## src/rtl/core/nsta_pkg.sv

```systemverilog
package nsta_pkg;

   localparam int SLOTS = 64;
   localparam int IDX_W = (SLOTS > 1) ? $clog2(SLOTS) : 1;
   localparam int CNT_W = $clog2(SLOTS + 1);

   localparam int REQ_W  = 3;
   localparam int PORT_W = 8;
   localparam int CHAN_W = 4;
   localparam int NOTE_W = 7;
   localparam int TIME_W = 32;
   localparam int META_W = PORT_W + CHAN_W + NOTE_W;

   localparam int SLOT_FIELD_W  = 6;
   localparam int COUNT_FIELD_W = 7;

   localparam int REQ_TDATA_W = 56;
   localparam int RSP_TDATA_W = 16;

   localparam int QUEUE_DEPTH = 2;
   localparam int QPTR_W      = (QUEUE_DEPTH > 1) ? $clog2(QUEUE_DEPTH) : 1;
   localparam int FILL_W      = $clog2(QUEUE_DEPTH + 1);

   localparam logic [TIME_W-1:0] DURATION_RESET = 32'd30000;

   // Request codes as they arrive on the stream.
   localparam logic [REQ_W-1:0] REQ_NOTE_ON  = 3'd0;
   localparam logic [REQ_W-1:0] REQ_NOTE_OFF = 3'd1;
   localparam logic [REQ_W-1:0] REQ_ALL_OFF  = 3'd2;
   localparam logic [REQ_W-1:0] REQ_CHAN_OFF = 3'd3;
   localparam logic [REQ_W-1:0] REQ_TICK     = 3'd4;
   localparam logic [REQ_W-1:0] REQ_CLEAR    = 3'd5;

   typedef enum logic [2:0] {
      OP_NOTE_ON,
      OP_NOTE_OFF,
      OP_ALL_OFF,
      OP_CHAN_OFF,
      OP_TICK,
      OP_CLEAR,
      OP_NOP
   } op_type;

   typedef struct packed {
      logic [PORT_W-1:0] port;
      logic [CHAN_W-1:0] channel;
      logic [NOTE_W-1:0] note;
   } meta_type;

   typedef struct packed {
      op_type            op;
      meta_type          meta;
      logic [TIME_W-1:0] now;
   } cmd_type;

endpackage

```

## src/rtl/core/nsta_front.sv

```systemverilog
module nsta_front (
   input  logic                                 clock,
   input  logic                                 reset,
   input  logic                                 req_tvalid,
   output logic                                 req_tready,
   input  logic [nsta_pkg::REQ_TDATA_W-1:0]     req_tdata,
   input  logic [nsta_pkg::REQ_W-1:0]           req_tuser,
   output logic                                 cmd_valid,
   input  logic                                 cmd_ready,
   output nsta_pkg::cmd_type                    cmd
);

   nsta_pkg::cmd_type                 q_ff [nsta_pkg::QUEUE_DEPTH];
   logic [nsta_pkg::QPTR_W-1:0]       wr_ptr_ff, wr_ptr_in;
   logic [nsta_pkg::QPTR_W-1:0]       rd_ptr_ff, rd_ptr_in;
   logic [nsta_pkg::FILL_W-1:0]       fill_ff, fill_in;
   nsta_pkg::cmd_type                 new_cmd;
   logic                              push;
   logic                              pop;

   always_comb begin
      case (req_tuser)
         nsta_pkg::REQ_NOTE_ON:  new_cmd.op = nsta_pkg::OP_NOTE_ON;
         nsta_pkg::REQ_NOTE_OFF: new_cmd.op = nsta_pkg::OP_NOTE_OFF;
         nsta_pkg::REQ_ALL_OFF:  new_cmd.op = nsta_pkg::OP_ALL_OFF;
         nsta_pkg::REQ_CHAN_OFF: new_cmd.op = nsta_pkg::OP_CHAN_OFF;
         nsta_pkg::REQ_TICK:     new_cmd.op = nsta_pkg::OP_TICK;
         nsta_pkg::REQ_CLEAR:    new_cmd.op = nsta_pkg::OP_CLEAR;
         default:                new_cmd.op = nsta_pkg::OP_NOP;
      endcase
      new_cmd.meta.port    = req_tdata[7:0];
      new_cmd.meta.channel = req_tdata[11:8];
      new_cmd.meta.note    = req_tdata[18:12];
      new_cmd.now          = req_tdata[50:19];
   end

   assign req_tready = (fill_ff != nsta_pkg::FILL_W'(nsta_pkg::QUEUE_DEPTH));
   assign cmd_valid  = (fill_ff != '0);
   assign cmd        = q_ff[rd_ptr_ff];
   assign push       = req_tvalid && req_tready;
   assign pop        = cmd_valid && cmd_ready;

   always_comb begin
      wr_ptr_in = wr_ptr_ff;
      rd_ptr_in = rd_ptr_ff;
      fill_in   = fill_ff;
      if (push) begin
         if (wr_ptr_ff == nsta_pkg::QPTR_W'(nsta_pkg::QUEUE_DEPTH - 1)) begin
            wr_ptr_in = '0;
         end else begin
            wr_ptr_in = wr_ptr_ff + 1'b1;
         end
      end
      if (pop) begin
         if (rd_ptr_ff == nsta_pkg::QPTR_W'(nsta_pkg::QUEUE_DEPTH - 1)) begin
            rd_ptr_in = '0;
         end else begin
            rd_ptr_in = rd_ptr_ff + 1'b1;
         end
      end
      if (push && !pop) begin
         fill_in = fill_ff + 1'b1;
      end else if (pop && !push) begin
         fill_in = fill_ff - 1'b1;
      end
   end

   always_ff @(posedge clock) begin
      if (reset) begin
         wr_ptr_ff <= '0;
         rd_ptr_ff <= '0;
         fill_ff   <= '0;
      end else begin
         wr_ptr_ff <= wr_ptr_in;
         rd_ptr_ff <= rd_ptr_in;
         fill_ff   <= fill_in;
      end
   end

   always_ff @(posedge clock) begin
      if (push) begin
         q_ff[wr_ptr_ff] <= new_cmd;
      end
   end

endmodule

```

## config.mk

```make
export PLATFORM = sky130hd
export DESIGN_NAME = nsta_front
export DESIGN_NICKNAME = d
export VERILOG_FILES = /design/src/rtl/core/nsta_pkg.sv /design/src/rtl/core/nsta_front.sv
export SDC_FILE = /design/constraint.sdc
export NUM_CORES = 1
export LEC_CHECK = 0
export ABC_CLOCK_PERIOD_IN_PS = 2400
export BUFFER_PORTS_ARGS = -buffer_cell sky130_fd_sc_hd__buf_4
export CELL_PAD_IN_SITES_DETAIL_PLACEMENT = 0
export CELL_PAD_IN_SITES_GLOBAL_PLACEMENT = 1
export CORE_UTILIZATION = 39
export DETAILED_ROUTE_END_ITERATION = 8
export GPL_ROUTABILITY_DRIVEN = 0
export PLACE_DENSITY_LB_ADDON = 0.1
export SYNTH_ARGS = -nofsm -noshare
export SYNTH_HDL_FRONTEND = slang
export SYNTH_SLANG_ARGS = --single-unit
```

## constraint.sdc

```tcl
create_clock -name clock -period 2.4 [get_ports clock]
set_clock_uncertainty 0.05 [all_clocks]
set_input_delay 0.48 -clock clock [delete_from_list [all_inputs] [get_ports clock]]
set_output_delay 0.48 -clock clock [all_outputs]
set_load 0.02 [all_outputs]
```

==> summary.txt, run 1 <==
Power and ir drop
  • Total power: around 6.4 mW
  • VDD IR max: 503.6 uV
  • PD cells: 1128 nW/um^2
  • Pleak: 2.134 nW

Synthesis
  • Synth Area per Inst: 21.19 um^2
  • Synth Area in Compound Gates: less than 1%
  • Cell taking the most area after synthesis: edfxtp_1
  • Synth warn: 0
  • Post-Synthesis Cells: 195
  • Most frequent cells after synthesis: edfxtp_1, mux2_2, buf_4, dfxtp_1
  • Share of the synthesized area in the top cell type: 78.50%
  • Post-synth EDFFs: 108
  • Count of cell types in the netlist: 20
  • Synth Area in Adders: less than 1%
  • Asr flop ratio synth: 0%
  • Main combinational cell family by area after synthesis: multiplexers
  • Synth top area cells: edfxtp_1, mux2_2, dfxtp_1
  • Netlist Area Pre-Place: 4131 um^2
  • Syn Nets: 259
  • Sequential share of the synthesized area: 80.92%
  • Simple-Gate Fraction of Synth Area: 1.211%
  • Multiplexer area fraction after synthesis: 14.72%
  • Xor/xnor share of the synthesized area: 0.6360%
  • Ys flop type: edfxtp_1
  • Yosys reg bits: 113
  • Top-count cell post-synth: edfxtp_1

Clocking
  • CTS clk-pin slew, worst paths: 0.05 ns
  • Root buffer cell: clkbuf_8
  • Postcts setup bufs: 0
  • Clock Tree Buf Depth: 2
  • CTS buffer count: 17
  • # clock sinks: 113
  • H-tree Lvls: 4
  • TritonCTS clock tree: built
  • Post-cts resize count: 0
  • Post-CTS Hold Fix Bufs: 0
  • Clk_lat worst skew: 0.50 ns

Global route
  • Vias in the first global route: 2,289
  • First-pass GRT wire length: 11,650 um
  • Largest net degree at the start of global routing: 34
  • Total grt overflow: 0
  • Initial antenna violation count: 0
  • Total track usage: about 15%

Final layout
  • Antenna diodes: 0
  • Finished Layout Cells: 472
  • Layout cells sized above 1: 60.12%
  • Total Nets Final: roughly 400
  • Final instance area: 5648 um^2
  • Synthesis-to-finish area growth: 36.71%
  • Final Util: 54.96%

Timing
  • Worst slew margin: 71.42%
  • Final worst setup slack: 0.1757 ns
  • Unrepaired setup endpoints after global routing: false
  • Setup tns final: 0 ns
  • Final setup viols: 0
  • Fmax: 449.6 MHz
  • Final period util: between 90% and 100%
  • Final hold viol count: 0
  • Final Critical Period: 2.224 ns
  • Final Max Tran Viols: 0
  • Final Hold Slack: approximately 0.11 ns
  • Slew of the pin with the lowest slew margin: about 0.43 ns

Setup path
  • Setup crit end kind: primary output
  • WP buf/inv: 2
  • Critical path required time: 1.87 ns
  • Critical path class: flop to primary output
  • Stages on the worst setup path: 3
  • Reg2reg path depth: 5
  • Flop2flop setup slack: 0.68 ns
  • CP max FO: 33
  • CP startpoint kind: flop
  • Critical Path End: cmd[22]
  • Critical-path top delay cell: mux2_2
  • CP Data Arrival Time: between 1.5 and 2 ns
  • CP peak stage delay: 0.38 ns
  • Critical Path, Cell by Cell: buf_6 -> mux2_2 -> buf_4
  • Critical R2R Capture: fill_ff[1]
  • Crit Reg-Reg Startpoint: fill_ff[0]
  • CP delay by family, top: buffers and inverters

Die
  • FP Rows: 37
  • Initial Util: 40.20%
  • Ports: 119
  • Die W: 104.9 um
  • Die ar.: 11,010 um^2
  • Core box area: 10,280 um^2
  • Die H: 104.9 um

Detailed routing
  • Post-route ant nets: 0
  • DRT Pass-1 Iters: 4
  • Total number of vias: 2,154
  • Routed len/inst: ~16 um
  • Drt drc: 0
  • Starting DRT DRC Count: 62
  • Vias per cell: 4.564
  • Final wirelength: 7389 um

Placed design
  • Port Buffers: 113
  • # placed instances: 442
  • Hpwl dp: ~4600 um
  • Worst slack at placement: 0.5734 ns
  • Dpl cell area: 5147 um^2

Hold path
  • Hold Path Stages: 1
  • Hold WC Path Type: primary input to flop

Status
  • Outcome: completed

Job
  • Maxcap violations: 0
flip-flops by register name, indices dropped and copies added (netlist names), named ones only:
register,cells
q_ff,108
rd_ptr_ff,1
fill_ff,2
wr_ptr_ff,1
worst min-delay path by stage:
stage,start,to
6_report,req_tdata[32],q_ff[1][13]
3_5_place_dp,rd_ptr_ff,flop
3_3_place_gp,rd_ptr_ff,flop
5_1_grt,req_tdata[33],q_ff[0][14]
2_1_floorplan,fill_ff[1],fill_ff[1]
4_1_cts,req_tdata[33],q_ff[1][14]
final cells by class:
class / instances / area (um^2)
clock buffer: 20 / 425.4
fill: 875 / 4629
sequential: 113 / 3344
multi-input combinational: 73 / 735.7
clock inverter: 10 / 71.32
tap: 136 / 170.2
inverter: 1 / 3.754
timing repair buffer: 119 / 897.1
cells in the final DEF, fill, tap and decap left out:
cell,instances
a21bo_2,1
buf_6,1
and3_2,1
a21oi_1,2
dfxtp_2,1
inv_2,1
dfxtp_1,4
ha_1,1
clkbuf_8,1
and2_1,1
a21boi_0,1
xor2_1,3
clkinv_2,6
or2_2,1
edfxtp_1,108
mux2_2,54
nor2_1,3
nand3b_1,1
bufinv_16,1
o21ai_0,2
nand2b_1,1
clkinv_1,3
or3_1,1
clkbuf_16,16
buf_4,118
clkbuf_1,3
routing by layer:
layer	vias up	share of wire [%]	global-route usage (%)
met4	0	2.0	8.753
met1	1053	43	16.78
li1	1028	-	-
met3	12	4.4	5.115
met2	61	51	23.79
met5	-	0	0
power breakdown:
group	internal, mW	switching [mW]	total, mW	leakage (nW)
Sequential	2.47	0.0647	2.54	1.05
Clock	1.33	0.771	2.10	0.250
Combinational	0.805	0.932	1.74	0.833
Total	4.61	1.77	6.37	2.13
cells by family (layout without fill, tap and decap cells):
group / count (synthesis) / count (layout)
compound gates: 6 / 6
mux: 54 / 54
simple gates: 9 / 9
xor+xnor: 3 / 3
buf+inv: 9 / 150
flops: 113 / 113
fa+ha+maj: 1 / 1
Power figures use the tool's default switching activity.
==> run 2: changes to the inputs <==
--- a/config.mk
+++ b/config.mk
@@ -9,7 +9,8 @@
 export BUFFER_PORTS_ARGS = -buffer_cell sky130_fd_sc_hd__buf_4
 export CELL_PAD_IN_SITES_DETAIL_PLACEMENT = 0
 export CELL_PAD_IN_SITES_GLOBAL_PLACEMENT = 1
-export CORE_UTILIZATION = 39
+export CORE_MARGIN = 2
+export CORE_UTILIZATION = 35
 export DETAILED_ROUTE_END_ITERATION = 8
 export GPL_ROUTABILITY_DRIVEN = 0
 export PLACE_DENSITY_LB_ADDON = 0.1
==> run 2 against run 1 <==
  * Final cell count rose by 1.7%
  * Sequential share of layout area is 1.2 points lower
  * Combinational power barely moved
  * Utilization fell by 4.7 points
  * Flip-flop and latch count stayed put
  * Sequential power is essentially flat
  * Non-clock buffer count shrank 1
  * Setup slack better by 0.045 ns
  * Power increased by 5.6%
  * Global-route usage is 2.2 points lower
  * Hold slack improved by 0.10 ns
  * First-iteration DRC count up 65%
  * Largest power group unchanged
==> summary.txt, run 2 (synthesis results as in run 1) <==
Die
  • Die H: 112.6 um
  • Die ar.: 12,690 um^2
  • Core box area: 11,470 um^2
  • Die W: 112.6 um
  • Initial Util: 36.03%
  • FP Rows: 39
  • Ports: about 120

Hold path
  • Hold WC Path Type: primary input to flop
  • Hold path startpoint: req_tdata[50]

Timing
  • Final Max Tran Viols: 0
  • Final hold viol count: 0
  • Slew of the pin with the lowest slew margin: 0.4219 ns
  • Final setup viols: 0
  • Final period util: 90.80%
  • Final Critical Period: ~2.2 ns
  • Fmax: between 400 and 500 MHz
  • Setup tns final: 0 ns
  • Final Hold Slack: 0.2098 ns
  • Unrepaired setup endpoints after global routing: false
  • Worst slew margin: 71.87%

Placed design
  • Hpwl dp: roughly 4700 um
  • Port Buffers: 113
  • # placed instances: 448

Global route
  • Vias in the first global route: 2,239
  • Total grt overflow: 0
  • Largest net degree at the start of global routing: 55
  • First-pass GRT wire length: 11,550 um
  • Initial antenna violation count: 0
  • Total track usage: roughly an eighth

Detailed routing
  • Starting DRT DRC Count: roughly 100
  • Post-route ant nets: 0
  • Vias per cell: 4.525
  • Drt drc: 0
  • Routed len/inst: 15.88 um
  • Final wirelength: 7620 um
  • Total number of vias: 2,172
  • DRT Pass-1 Iters: 4

Final layout
  • Final Util: 50.27%
  • Largest reg by FF count: q_ff
  • Largest regs: q_ff (108), fill_ff (2)
  • Finished Layout Cells: 480
  • Commonest non-fill, non-tap cell in the layout: buf_4
  • Commonest non-fill, non-tap cells in the layout: buf_4, edfxtp_1, mux2_2
  • Layout cells sized above 1: just over 60%
  • Synthesis-to-finish area growth: 39.52%
  • Total Nets Final: 388
  • Max reg flops: 108
  • Antenna diodes: 0

Power and ir drop
  • VDD IR max: about 510 uV
  • Seq pwr share: 37.6%
  • Clock network power share: 36.0%
  • Combinational Power Share: a little over a quarter
  • Internal power: 4.908 mW
  • P_sw: 1.820 mW
  • PD cells: roughly 1200 nW/um^2
  • Sw Ratio: 27.05%
  • Pleak: 2.166 nW

Clocking
  • CTS clk-pin slew, worst paths: about 0.05 ns
  • H-tree Lvls: 4
  • TritonCTS clock tree: built
  • CTS buffer count: 17
  • Post-cts resize count: 0
  • Clock Tree Buf Depth: 2
  • Post-CTS Hold Fix Bufs: 0
  • # clock sinks: 113
  • Postcts setup bufs: 0
  • Clk_lat worst skew: 0.40 ns
  • Root buffer cell: clkbuf_16

Setup path
  • CP delay by family, top: buffers and inverters
  • Crit Reg-Reg Startpoint: fill_ff[0]
  • WP buf/inv: 2
  • CP peak stage delay: 0.39 ns
  • Critical path required time: 1.87 ns
  • CP most frequent cell: buf_4
  • Critical-path top delay cell: mux2_2
  • CP startpoint kind: flop
  • CP Data Arrival Time: 1.65 ns
  • Critical path class: flop to primary output
  • Critical Path, Cell by Cell: buf_4 -> mux2_2 -> buf_4
  • Setup crit end kind: primary output
  • CP max FO: 29

Job
  • Maxcap violations: 0

Status
  • Outcome: completed
-- run 2: cell count changes in the layout (fill, tap and decap cells not counted), moves of 2 or more --
| cell | change |
|---|---|
| buf_12 | +3 |
| buf_4 | -3 |
| bufinv_16 | +2 |
| clkinv_1 | -2 |
| clkinvlp_4 | +3 |
-- run 2: cell type report --
type                       instances  area [um^2]
fill                             967         5703
sequential                       113         3344
timing repair buffer             118        923.4
multi-input combinational         73        735.7
clock buffer                      20        436.7
tap                              143        178.9
clock inverter                    12        141.4
inverter                           1        3.754
-- run 2: layer usage --
layer  share of wire (%)  global-route usage (%)  vias up
met5                   0                       0        -
met4                 2.0                   7.561        0
met3                 6.3                   4.968       15
met2                  48                   18.80       79
met1                  44                   14.97     1053
li1                    -                       -     1025
-- run 2: path summary, 6_finish.rpt --
| path | end | slack [ns] | cells after the start |
|---|---|---|---|
| worst max-delay path | cmd[26] | 0.22 | 3 |
| worst min register to register | rd_ptr_ff | 0.45 | 2 |
| worst max register to register | q_ff[0][51] | 0.69 | 4 |
| worst min-delay path | q_ff[1][31] | 0.21 | 1 |
-- run 2: stage by stage --
| step | worst slack (ns) | power [mW] | cell area [um^2] |
|---|---|---|---|
| finish | 0.2209 | 6.728 | 5764 |
| global route | 0.1311 | 7.026 | 5764 |
| CTS | 0.1690 | 6.855 | 5764 |
| detailed placement | 0.6128 | 4.380 | 5186 |
| global placement | 0.6077 | 4.372 | 5186 |
| floorplan | 0.06974 | 3.649 | 4133 |
-- run 2: power by group through the flow --
stage,registers [mW],clock network (mW),logic (mW)
floorplan,2.56,0,1.09
global placement,2.56,0,1.81
detailed placement,2.57,0,1.81
CTS,2.53,2.50,1.82
global route,2.55,2.58,1.89
finish,2.53,2.42,1.77
